$ cat src/rtl/multi_slot_tick_timer_table_macros.svh
// assertion helpers for the timer table
`ifndef MULTI_SLOT_TICK_TIMER_TABLE_MACROS_SVH
`define MULTI_SLOT_TICK_TIMER_TABLE_MACROS_SVH

`ifndef SYNTHESIS

`define MSTT_ASSERT_NOW(lbl, clk, rst, ante, cons) \
   lbl: assert property (@(posedge clk) disable iff (rst) (ante) |-> (cons)) \
      else $error("assertion failed");

`define MSTT_ASSERT_NEXT(lbl, clk, rst, ante, cons) \
   lbl: assert property (@(posedge clk) disable iff (rst) (ante) |=> (cons)) \
      else $error("assertion failed");

`else

`define MSTT_ASSERT_NOW(lbl, clk, rst, ante, cons)

`define MSTT_ASSERT_NEXT(lbl, clk, rst, ante, cons)

`endif

`endif

$ cat src/rtl/mstt_pkg.sv
`timescale 1ns / 1ps

package mstt_pkg;

   localparam int NumTimers = 8;
   localparam int SlotW     = 3;
   localparam int CountW    = 16;
   localparam int CmdW      = 2;
   localparam int KindW     = 2;
   localparam int IdxW      = 8;

   localparam logic [CmdW-1:0] CmdStart  = 2'd0;
   localparam logic [CmdW-1:0] CmdDelete = 2'd1;
   localparam logic [CmdW-1:0] CmdTick   = 2'd2;

   localparam logic [KindW-1:0] KindStart   = 2'd0;
   localparam logic [KindW-1:0] KindDelete  = 2'd1;
   localparam logic [KindW-1:0] KindExpiry  = 2'd2;
   localparam logic [KindW-1:0] KindNoExpiry = 2'd3;

   localparam logic StIdle = 1'b0;
   localparam logic StScan = 1'b1;

   typedef struct packed {
      logic start;
      logic del;
      logic tick;
      logic shift;
      logic flush;
   } mstt_ctrl_type;

endpackage

$ cat src/rtl/mstt_cell.sv
`timescale 1ns / 1ps

module mstt_cell (
   input  logic                        clock,
   input  logic                        reset,
   input  mstt_pkg::mstt_ctrl_type     ctrl,
   input  logic                        del_sel,
   input  logic [mstt_pkg::CountW-1:0] init_count,
   input  logic [mstt_pkg::CountW-1:0] reload_value,
   input  logic                        grab_in,
   output logic                        grab_out,
   output logic                        take,
   input  logic                        token_in,
   output logic                        token_out,
   input  logic                        pend_in,
   output logic                        pend_out,
   output logic                        fire_next,
   output logic                        hit,
   output logic                        is_last
);

   logic                        active_ff, active_in;
   logic [mstt_pkg::CountW-1:0] count_ff, count_in;
   logic [mstt_pkg::CountW-1:0] reload_ff, reload_in;
   logic                        fire_ff, fire_in;
   logic                        token_ff, token_in_nxt;
   logic [mstt_pkg::CountW-1:0] dec;

   // lowest free slot wins: grab ripples upward once a free cell is seen
   assign take     = !grab_in && !active_ff;
   assign grab_out = grab_in || !active_ff;

   assign dec       = (count_ff != '0) ? count_ff - 1'b1 : '0;
   assign fire_next = active_ff && (dec == '0);

   assign token_out = token_ff;
   assign pend_out  = fire_ff || pend_in;
   assign hit       = token_ff && fire_ff;
   assign is_last   = !pend_in;

   always_comb begin
      active_in = active_ff;
      count_in  = count_ff;
      reload_in = reload_ff;
      fire_in   = fire_ff;
      if (ctrl.start && take) begin
         active_in = 1'b1;
         count_in  = init_count;
         reload_in = reload_value;
      end
      if (ctrl.del && del_sel) begin
         active_in = 1'b0;
         count_in  = '0;
         reload_in = '0;
      end
      if (ctrl.tick) begin
         fire_in = fire_next;
         if (active_ff) begin
            if (dec != '0) begin
               count_in = dec;
            end else if (reload_ff != '0) begin
               count_in = reload_ff;
            end else begin
               active_in = 1'b0;
               count_in  = '0;
            end
         end
      end
      token_in_nxt = token_ff;
      if (ctrl.shift) begin
         token_in_nxt = token_in && !ctrl.flush;
      end
   end

   always_ff @(posedge clock) begin
      if (reset) begin
         active_ff <= 1'b0;
         token_ff  <= 1'b0;
         fire_ff   <= 1'b0;
      end else begin
         active_ff <= active_in;
         token_ff  <= token_in_nxt;
         fire_ff   <= fire_in;
      end
      count_ff  <= count_in;
      reload_ff <= reload_in;
   end

endmodule

$ cat src/rtl/multi_slot_tick_timer_table.sv
`timescale 1ns / 1ps
// start and delete: rsp word loads at the accept edge, next req taken as the rsp is taken
// tick: slots update on the accept edge, then a token walks the cell chain one slot per
// cycle, held at a firing slot until the rsp register frees up; each firing slot gives
// one expiry word and the last of them ends the scan; with no expiry the word loads on accept
// reset: all slots free, no word pending, rsp_valid low

`include "multi_slot_tick_timer_table_macros.svh"

module multi_slot_tick_timer_table (
   input  logic                              clock,
   input  logic                              reset,
   input  logic                              req_valid,
   output logic                              req_ready,
   input  logic [mstt_pkg::CmdW-1:0]         req_cmd,
   input  logic [mstt_pkg::CountW-1:0]       req_initial_count,
   input  logic [mstt_pkg::CountW-1:0]       req_reload_value,
   input  logic [mstt_pkg::IdxW-1:0]         req_slot_index,
   output logic                              rsp_valid,
   input  logic                              rsp_ready,
   output logic [mstt_pkg::KindW-1:0]        rsp_kind,
   output logic [mstt_pkg::SlotW-1:0]        rsp_slot,
   output logic                              rsp_ok,
   output logic                              rsp_last
);

   localparam logic [mstt_pkg::IdxW-1:0] NumTimersIdx = mstt_pkg::IdxW'(mstt_pkg::NumTimers);

   logic state_ff, state_in;
   logic rsp_valid_ff, rsp_valid_in;
   logic [mstt_pkg::KindW-1:0] rsp_kind_ff, rsp_kind_in;
   logic [mstt_pkg::SlotW-1:0] rsp_slot_ff, rsp_slot_in;
   logic rsp_ok_ff, rsp_ok_in;
   logic rsp_last_ff, rsp_last_in;

   mstt_pkg::mstt_ctrl_type ctrl;
   logic [mstt_pkg::NumTimers:0]   grab;
   logic [mstt_pkg::NumTimers:0]   tok;
   logic [mstt_pkg::NumTimers:0]   pend;
   logic [mstt_pkg::NumTimers-1:0] take, fire_next, hit, is_last, del_sel;

   logic req_fire, is_start, is_del, is_tick, out_free;
   logic any_take, any_fire, hit_any, hit_last, in_range, load;
   logic [mstt_pkg::SlotW-1:0] take_slot, hit_slot;

   assign out_free  = !rsp_valid_ff || rsp_ready;
   assign req_ready = (state_ff == mstt_pkg::StIdle) && out_free;
   assign req_fire  = req_valid && req_ready;
   assign is_start  = req_fire && (req_cmd == mstt_pkg::CmdStart);
   assign is_del    = req_fire && (req_cmd == mstt_pkg::CmdDelete);
   assign is_tick   = req_fire && (req_cmd == mstt_pkg::CmdTick);
   assign in_range  = req_slot_index < NumTimersIdx;

   assign grab[0]                   = 1'b0;
   assign pend[mstt_pkg::NumTimers] = 1'b0;
   assign tok[0]                    = is_tick && any_fire;

   always_comb begin
      any_take  = |take;
      any_fire  = |fire_next;
      hit_any   = |hit;
      hit_last  = |(hit & is_last);
      take_slot = '0;
      hit_slot  = '0;
      for (int i = 0; i < mstt_pkg::NumTimers; i++) begin
         del_sel[i] = in_range && (req_slot_index[mstt_pkg::SlotW-1:0] == mstt_pkg::SlotW'(i));
         if (take[i]) take_slot = take_slot | mstt_pkg::SlotW'(i);
         if (hit[i])  hit_slot  = hit_slot  | mstt_pkg::SlotW'(i);
      end
   end

   always_comb begin
      ctrl.start = is_start;
      ctrl.del   = is_del && in_range;
      ctrl.tick  = is_tick;
      ctrl.flush = 1'b0;
      ctrl.shift = is_tick;
      state_in   = state_ff;
      load       = 1'b0;
      rsp_kind_in = rsp_kind_ff;
      rsp_slot_in = rsp_slot_ff;
      rsp_ok_in   = rsp_ok_ff;
      rsp_last_in = rsp_last_ff;
      unique case (state_ff)
         mstt_pkg::StIdle: begin
            if (is_start) begin
               load        = 1'b1;
               rsp_kind_in = mstt_pkg::KindStart;
               rsp_slot_in = any_take ? take_slot : '0;
               rsp_ok_in   = any_take;
               rsp_last_in = 1'b1;
            end else if (is_del) begin
               load        = 1'b1;
               rsp_kind_in = mstt_pkg::KindDelete;
               rsp_slot_in = in_range ? req_slot_index[mstt_pkg::SlotW-1:0] : '0;
               rsp_ok_in   = in_range;
               rsp_last_in = 1'b1;
            end else if (is_tick) begin
               if (any_fire) begin
                  state_in = mstt_pkg::StScan;
               end else begin
                  load        = 1'b1;
                  rsp_kind_in = mstt_pkg::KindNoExpiry;
                  rsp_slot_in = '0;
                  rsp_ok_in   = 1'b1;
                  rsp_last_in = 1'b1;
               end
            end
         end
         mstt_pkg::StScan: begin
            // token stalls on a firing slot until the output register frees up
            ctrl.shift = !hit_any || out_free;
            if (hit_any && out_free) begin
               load        = 1'b1;
               rsp_kind_in = mstt_pkg::KindExpiry;
               rsp_slot_in = hit_slot;
               rsp_ok_in   = 1'b1;
               rsp_last_in = hit_last;
               if (hit_last) begin
                  ctrl.flush = 1'b1;
                  state_in   = mstt_pkg::StIdle;
               end
            end
         end
         default: state_in = mstt_pkg::StIdle;
      endcase
      if (load) begin
         rsp_valid_in = 1'b1;
      end else if (rsp_ready) begin
         rsp_valid_in = 1'b0;
      end else begin
         rsp_valid_in = rsp_valid_ff;
      end
   end

   for (genvar g = 0; g < mstt_pkg::NumTimers; g++) begin : g_cell
      mstt_cell u_cell (
         .clock        (clock),
         .reset        (reset),
         .ctrl         (ctrl),
         .del_sel      (del_sel[g]),
         .init_count   (req_initial_count),
         .reload_value (req_reload_value),
         .grab_in      (grab[g]),
         .grab_out     (grab[g+1]),
         .take         (take[g]),
         .token_in     (tok[g]),
         .token_out    (tok[g+1]),
         .pend_in      (pend[g+1]),
         .pend_out     (pend[g]),
         .fire_next    (fire_next[g]),
         .hit          (hit[g]),
         .is_last      (is_last[g])
      );
   end

   always_ff @(posedge clock) begin
      if (reset) begin
         state_ff     <= mstt_pkg::StIdle;
         rsp_valid_ff <= 1'b0;
      end else begin
         state_ff     <= state_in;
         rsp_valid_ff <= rsp_valid_in;
      end
      rsp_kind_ff <= rsp_kind_in;
      rsp_slot_ff <= rsp_slot_in;
      rsp_ok_ff   <= rsp_ok_in;
      rsp_last_ff <= rsp_last_in;
   end

   assign rsp_valid = rsp_valid_ff;
   assign rsp_kind  = rsp_kind_ff;
   assign rsp_slot  = rsp_slot_ff;
   assign rsp_ok    = rsp_ok_ff;
   assign rsp_last  = rsp_last_ff;

   `MSTT_ASSERT_NOW(a_token_onehot, clock, reset, 1'b1, $onehot0(tok[mstt_pkg::NumTimers:1]))
   `MSTT_ASSERT_NOW(a_scan_has_token, clock, reset, state_ff == mstt_pkg::StScan, |tok[mstt_pkg::NumTimers:1])
   `MSTT_ASSERT_NOW(a_idle_no_token, clock, reset, state_ff == mstt_pkg::StIdle, !(|tok[mstt_pkg::NumTimers:1]))
   `MSTT_ASSERT_NEXT(a_hit_waits, clock, reset, hit_any && !out_free, hit_any && $stable(hit_slot))

endmodule
$ cat config.mk
export PLATFORM = sky130hd
export DESIGN_NAME = multi_slot_tick_timer_table
export DESIGN_NICKNAME = d
export VERILOG_FILES = /design/src/rtl/mstt_pkg.sv /design/src/rtl/mstt_cell.sv /design/src/rtl/multi_slot_tick_timer_table.sv
export VERILOG_INCLUDE_DIRS = /design/src /design/src/rtl
export SDC_FILE = /design/constraint.sdc
export NUM_CORES = 1
export LEC_CHECK = 0
export BUFFER_PORTS_ARGS = -buffer_cell sky130_fd_sc_hd__buf_4
export CORE_ASPECT_RATIO = 0.7
export CORE_MARGIN = 2
export CORE_UTILIZATION = 68
export DETAILED_ROUTE_END_ITERATION = 16
export HOLD_SLACK_MARGIN = 0.06
export PLACE_DENSITY = 0.91
export SYNTH_ARGS = -nofsm -noshare
export SYNTH_HDL_FRONTEND = slang
export SYNTH_SLANG_ARGS = --single-unit
$ cat constraint.sdc
create_clock -name clock -period 9.2 [get_ports clock]
set_input_delay 0.46 -clock clock [delete_from_list [all_inputs] [get_ports clock]]
set_output_delay 0.46 -clock clock [all_outputs]
set_load 0.1 [all_outputs]
Word level (Yosys, flattened, before mapping)
Cells that the tools add are included.
{ "totals": {"out_inout_bits": 9, "in_bits": 46, "ff_bits": 289} }
{ "classes": {"eq_ne": 12, "n_reduce_logical": 141, "bitwise_logic": 2, "n_mux": 160, "n_lt_le_gt_ge": 1, "addsub": 8} }
{ "op_table": {"columns": ["op", "count"], "rows": [
  ["2-to-1 mux 16 bit", 56],
  ["nonzero test 16 bit", 24],
  ["zero test 16 bit", 8],
  ["subtractor 16 x 1 -> 16 bit, second input constant", 8],
  ["2-to-1 mux 1 bit", 73],
  ["logical AND 1 bit", 63],
  ["2-to-1 mux 3 bit", 15],
  ["OR reduction 8 bit", 4],
  ["zero test 1 bit", 24],
  ["2-to-1 mux 2 bit", 10],
  ["logical OR 1 bit", 14],
  ["== test 3 bit, second input constant", 4],
  ["bitwise AND 8 bit", 1],
  ["< comparator 8 x 4 -> 1 bit, second input constant", 1],
  ["!= test 4 bit, second input constant", 2],
  ["case mux 1 bit (2 select lines)", 4],
  ["== test 3 x 2 -> 1 bit, second input constant", 2],
  ["case mux 3 bit (2 select lines)", 1],
  ["case mux 2 bit (2 select lines)", 1],
  ["== test 3 x 1 -> 1 bit, second input constant", 1],
  ["zero test 3 bit", 1],
  ["AND reduction 3 bit", 1],
  ["== test 2 x 1 -> 1 bit, second input constant", 1],
  ["== test 2 bit, second input constant", 1],
  ["4 further kinds", 4]
]} }

Logic depth before layout (Yosys ltp)
{ "depth": {"ltp_word": 16, "mapped_depth": 14, "ltp_nobuf": 10} }

By module
A second synthesis with hierarchy kept.
{ "hier_totals": {"hier_cells": 2369, "area_unflattened_um2": 17979.7} }
{ "by_module_without_submodules": {"columns": ["mod", "n_inst", "seq_area_each_um2", "cells_each", "area_per_inst_um2"], "rows": [
  ["mstt_cell (g_cell[3].u_cell ...)", 4, 700.7, 285, 2155.8],
  ["mstt_cell (g_cell[0].u_cell ...)", 3, 700.7, 286, 2149.6],
  ["mstt_cell (g_cell[7].u_cell)", 1, 700.7, 291, 2160.8],
  ["multi_slot_tick_timer_table", 1, 250.2, 80, 747.0]
]} }

Worst setup path before layout
No wires, ideal clock.
{ "synth_timing": {"path_kind": "reg2reg", "start": "register rsp_valid_ff (netlist: rsp_valid)", "end": "register g_cell[5].u_cell.count_ff[10] (netlist name)", "setup_time_ps": 134, "path_stages_with_launch": 10, "t_arrival_ps": 3950, "slack_ps": 5116, "synth_period_minus_slack_ps": 4084, "cell_sequence": "dfxtp_1 > nor2b_1 > nor2_1 > and4_1 > clkbuf_1 > clkbuf_1 > nand2_1 > o21ai_1 > clkbuf_1 > o22ai_1"} }
{ "synth_via": {"elab_chain_len": 10, "word_cells_on_any_way": 14} }
{ "synth_lines": {"columns": ["item", "line_no", "rtl"], "rows": [
  ["start: declaration", "multi_slot_tick_timer_table.sv:30", "logic rsp_valid_ff, rsp_valid_in;"],
  ["start signal: assignment", "multi_slot_tick_timer_table.sv:163", "rsp_valid_ff <= rsp_valid_in;"],
  ["zero test 1 bit (*)", "multi_slot_tick_timer_table.sv:46", "assign out_free = !rsp_valid_ff || rsp_ready;"],
  ["logical OR 1 bit (*)", "multi_slot_tick_timer_table.sv:46", null],
  ["logical AND 1 bit (*)", "multi_slot_tick_timer_table.sv:47", "assign req_ready = (state_ff == mstt_pkg::StIdle) && out_free;"],
  ["named net req_ready", "multi_slot_tick_timer_table.sv:14", "output logic req_ready,"],
  ["logical AND 1 bit (*)", "multi_slot_tick_timer_table.sv:48", "assign req_fire = req_valid && req_ready;"],
  ["logical AND 1 bit (on tied branches)", "multi_slot_tick_timer_table.sv:49, multi_slot_tick_timer_table.sv:50", null],
  ["logical AND 1 bit (on tied branches)", "mstt_cell.sv:46, multi_slot_tick_timer_table.sv:74", null],
  ["2-to-1 mux 16 bit / logical AND 1 bit (equally long branches)", "mstt_cell.sv:46, mstt_cell.sv:51", null],
  ["2-to-1 mux 16 bit", "mstt_cell.sv:51", "if (ctrl.del && del_sel) begin"],
  ["2-to-1 mux 16 bit", "mstt_cell.sv:58", "if (active_ff) begin"],
  ["2-to-1 mux 16 bit (*)", "mstt_cell.sv:56", "if (ctrl.tick) begin"],
  ["named net g_cell[5].u_cell.count_in (one bit)", "mstt_cell.sv:23", "logic [mstt_pkg::CountW-1:0] count_ff, count_in;"],
  ["end signal: assignment", "mstt_cell.sv:85", "count_ff <= count_in;"],
  ["end: declaration", "mstt_cell.sv:23", null]
]} }
Mark *: on every way through the listed nets, which the timed path passes. The rest lies on a longest branch.
A chain may end at the register's enable or synchronous reset.

Worst setup path after layout
{ "layout_timing": {"start": "register g_cell[2].u_cell.count_ff[0] (netlist name)", "end": "register rsp_slot_ff (netlist bit rsp_slot[1]) (enable)"} }
{ "layout_via": {"elab_chain_len": 7, "word_cells_on_any_way": 8} }
{ "layout_lines": {"columns": ["item", "line_no", "rtl"], "rows": [
  ["start: declaration", "mstt_cell.sv:23", null],
  ["start signal: assignment", "mstt_cell.sv:85", null],
  ["subtractor 16 x 1 -> 16 bit / nonzero test 16 bit (equally long branches)", "mstt_cell.sv:33", "assign dec = (count_ff != '0) ? count_ff - 1'b1 : '0;"],
  ["2-to-1 mux 16 bit (*)", "mstt_cell.sv:33", null],
  ["zero test 16 bit (*)", "mstt_cell.sv:34", "assign fire_next = active_ff && (dec == '0);"],
  ["logical AND 1 bit (*)", "mstt_cell.sv:34", null],
  ["OR reduction 8 bit (*)", "multi_slot_tick_timer_table.sv:60", "any_fire = |fire_next;"],
  ["!= test 4 bit (no source line) (*)", null, null],
  ["AND reduction 3 bit (no source line) (*)", null, null],
  ["end signal: assignment", "multi_slot_tick_timer_table.sv:166", "rsp_slot_ff <= rsp_slot_in;"],
  ["end: declaration", "multi_slot_tick_timer_table.sv:32", "logic [mstt_pkg::SlotW-1:0] rsp_slot_ff, rsp_slot_in;"]
]} }
Every way passes the cells marked *; elsewhere a longest branch is shown, timed or not.

==> out/metrics.csv <==
stage,metric,value,unit
run,max-cap viol count,0,
floorplan,core area,23520,um2
clock_network,CTS tree,built,
grt,number of global-route vias before repair,14650,
logic_synthesis,ys async rst share,0,%
logic_synthesis,Post-Syn Area,16190,um2
sta,Slew Limit Fails,0,
setup_path,Required @ worst endpoint,9430,ps
worst_hold_path,hold path startpoint,req_reload_value[9],
clock_network,clk_lat worst skew,560,ps
sta,Slew headroom,7.599,%
detailed_routing,via count,16440,
setup_path,Critical Path Fanout Max,8,
clock_network,CTS root buf,clkbuf_16,
setup_path,CP Data Arrival Time,3980,ps
clock_network,Clock transition at path regs,70,ps
sta,worst slew pin tran,1381,ps
setup_path,RR Endpoint,rsp_slot[1],
logic_synthesis,synth cell count leaders,"nand2_1, a21oi_1, dfxtp_1, nor2_1, mux2i_1",
worst_hold_path,Hold Path Class,input pin to register,
outcome,status,"finished, final reports clean",
detailed_routing,post-DR vias/cell,6.959,
logic_synthesis,largest area contributor in the netlist,dfxtp_1,
detailed_routing,Iteration-0 DRC Markers,2187,
logic_synthesis,Synth top area share,34.87,%
clock_network,post-CTS setup buffers,0,
sta,fmax,266.3,MHz
finish,n_diodes,0,
sta,RSZ-0062 raised after global routing,no,
finish,ratio of cells with drive above 1 in the final layout,8.072,%
sta,minimum clock period,3755,ps
power,VDD IR max,0.1443,mV
grt,first-pass GRT wire length,83440,um
setup_path,Reg2Reg Depth,10,
setup_path,worst-path cell chain,inv_1 > ha_1 > or3b_1 > nor4_1 > xnor2_1 > a41oi_1 > o32ai_1 > a211o_1 > nor2_1 > a211o_1,
clock_network,Post-CTS Resized,0,
setup_path,CP max stage delay,580,ps
finish,Final Instance Area,17430,um2
setup_path,reg2reg start,g_cell[2].u_cell.count_ff[0],
clock_network,H-tree levels,1,
finish,nets,2084,
clock_network,number of buffers created by CTS,28,
power,Pleak,7.184,nW
logic_synthesis,syn nets,2138,
place,PortBufs,54,
detailed_routing,Antenna Violating Nets Remaining,0,
clock_network,clock sink count,289,
setup_path,CP Launch Type,register,
grt,GRT overflow,0,
setup_path,r2r setup slk,5440,ps
finish,area added between synthesis and finish,7.643,%
logic_synthesis,Yosys cell types,84,
logic_synthesis,post-synthesis register bit count,289,
logic_synthesis,sequential share of the synthesized area,36.17,%
logic_synthesis,Synth Warn #,0,
setup_path,Setup crit end kind,register,
floorplan,Die W,188.4,um
setup_path,Crit path top cell by count,a211o_1,
floorplan,Die ar.,25080,um2
place,post-detail-place hpwl,36140,um
floorplan,Rows,47,
worst_hold_path,hold depth,3,
power,Pwr Density,177.7,nW/um2
logic_synthesis,most numerous cell in the Yosys netlist,nand2_1,
grt,initial antenna violation count,0,
sta,fin crit share,40.82,%
setup_path,CP Buf/Inv Count,1,
logic_synthesis,Post-synth EDFFs,7,
floorplan,Starting Density,68.83,%
grt,largest net degree at the start of global routing,34,
worst_hold_path,Worst Hold Path EP,g_cell[3].u_cell.reload_ff[9],
setup_path,Crit-path slowest cell,a41oi_1,
setup_path,"delay-heaviest family, CP",compound AO/OA/AOI/OAI gates,
detailed_routing,Routed WL,54660,um
grt,Total GRT Usage,42.16,%
floorplan,IO Pins,55,
detailed_routing,routed length per instance,23.14,um
logic_synthesis,Mapped Cells,2076,
sta,"Hold Vio Cnt, Final",0,
setup_path,critical setup path kind,register to register,
place,final RePlAce weighted congestion,0.9992,
place,dpl cell area,16480,um2
floorplan,Die Y,133.1,um
clock_network,Clock Path Buffers,3,
detailed_routing,DRC Markers,0,
sta,setup violators final,0,
sta,setup TNS,0,ps
logic_synthesis,Post-Syn Area per Cell,7.799,um2
logic_synthesis,most common flop cell mapped by yosys,dfxtp_1,
sta,Fin Clk Skew,22.35,ps
clock_network,cts-stage hold buffer count,0,
detailed_routing,drt first pass iters,8,
logic_synthesis,"top cells by area, synth","dfxtp_1, a21oi_1, nand2_1",
-- layout make-up --
cell class | count | area (um2)
multi-input cells | 1604 | 9603
fillers | 1756 | 6095
flip-flops and latches | 289 | 5856
clock buffers | 39 | 813.3
repair buffers | 67 | 503.0
well taps | 318 | 397.9
clock inverters | 13 | 135.1
inverters | 32 | 120.1
-- metrics by stage --
stage	worst slack, ps	total power [W]	util (%)	cells	hold slack (ps)
6_report	5445	0.003097	74.09	2362	256.9
5_1_grt	5169	0.003186	74.09	2362	253.5
3_5_place_dp	5560	0.001895	70.06	2310	461.3
3_3_place_gp	5623	0.001877	70.06	2310	458.8
2_1_floorplan	5116	0.001755	-	2076	444.8
4_1_cts	5557	0.003065	74.09	2362	250.5
-- power by group --
group | internal (W) | switching, W
Clock | 0.000676 | 0.000523
Sequential | 0.00133 | 0.0000990
Combinational | 0.000188 | 0.000280
Total | 0.00220 | 0.000902
-- flip-flops by register name, indices dropped and copies added (netlist names) --
name,cells
g_cell.u_cell.count_ff,128
g_cell.u_cell.reload_ff,128
g_cell.u_cell.active_ff,8
g_cell.u_cell.fire_ff,8
g_cell.u_cell.token_out,8
rsp_slot,3
rsp_kind,2
rsp_last,1
rsp_ok,1
rsp_valid,1
state_ff,1
-- kinds of logic (layout without fill, tap and decap cells) --
group                    count (synthesis)  count (layout)  synth area share (%)
AO/OA/AOI/OAI                          548             548                 20.04
XOR/XNOR                                75              75                 4.057
adder cells (fa/ha/maj)                 16              16                 1.236
buffers and inverters                  183             151                 4.598
flip-flops                             289             289                 36.17
multiplexers                           138             138                 8.617
AND/OR/NAND/NOR                        827             827                 25.29
-- worst max-delay path by stage --
stage                                  start                             to  slack, ps  cells past startpoint
6_report        g_cell[2].u_cell.count_ff[0]                    rsp_slot[1]       5440                     10
5_1_grt        g_cell[1].u_cell.count_ff[11]     g_cell[1].u_cell.active_ff       5170                      8
4_1_cts         g_cell[2].u_cell.count_ff[0]                         rsp_ok       5560                     10
3_5_place_dp    g_cell[2].u_cell.count_ff[0]                    rsp_kind[1]       5560                     10
3_3_place_gp    g_cell[2].u_cell.count_ff[6]     g_cell[2].u_cell.active_ff       5620                      8
2_1_floorplan                      rsp_valid  g_cell[5].u_cell.count_ff[10]       5120                      9
-- worst min-delay path: cells and delay by family --
family	cells	cell delay, ps
buffers and inverters	1	180
and+or+nand+nor	1	70
AOI/OAI and AO/OA	1	50
-- placed cells by master, fill, tap and decap left out, types with 9 or more instances in the layout --
master / count
nor4_1: 60
nor4b_1: 10
nor3b_1: 11
xnor2_1: 48
xor2_1: 27
a31oi_1: 11
or3_1: 23
o21a_1: 9
clkbuf_16: 29
nand2_1: 346
nor2b_1: 12
nor2_1: 170
buf_4: 67
a21boi_0: 12
a21oi_1: 285
dfxtp_1: 282
mux2_2: 11
nand4_1: 29
a22oi_1: 12
mux2i_1: 127
o21ai_0: 24
nor3_1: 40
o22ai_1: 121
nand3_1: 26
nand3b_1: 10
or4_1: 11
inv_1: 32
ha_1: 16
-- routing by layer --
metal  vias up  GRT usage, %  part of all wire [%]
met5         -             0                     0
met1      7624         58.24                    39
met3       248         10.80                    14
met4         0         20.96                   6.0
li1       7382             -                     -
met2      1183         61.44                    41
No activity file was read; power rests on OpenSTA's default activity.
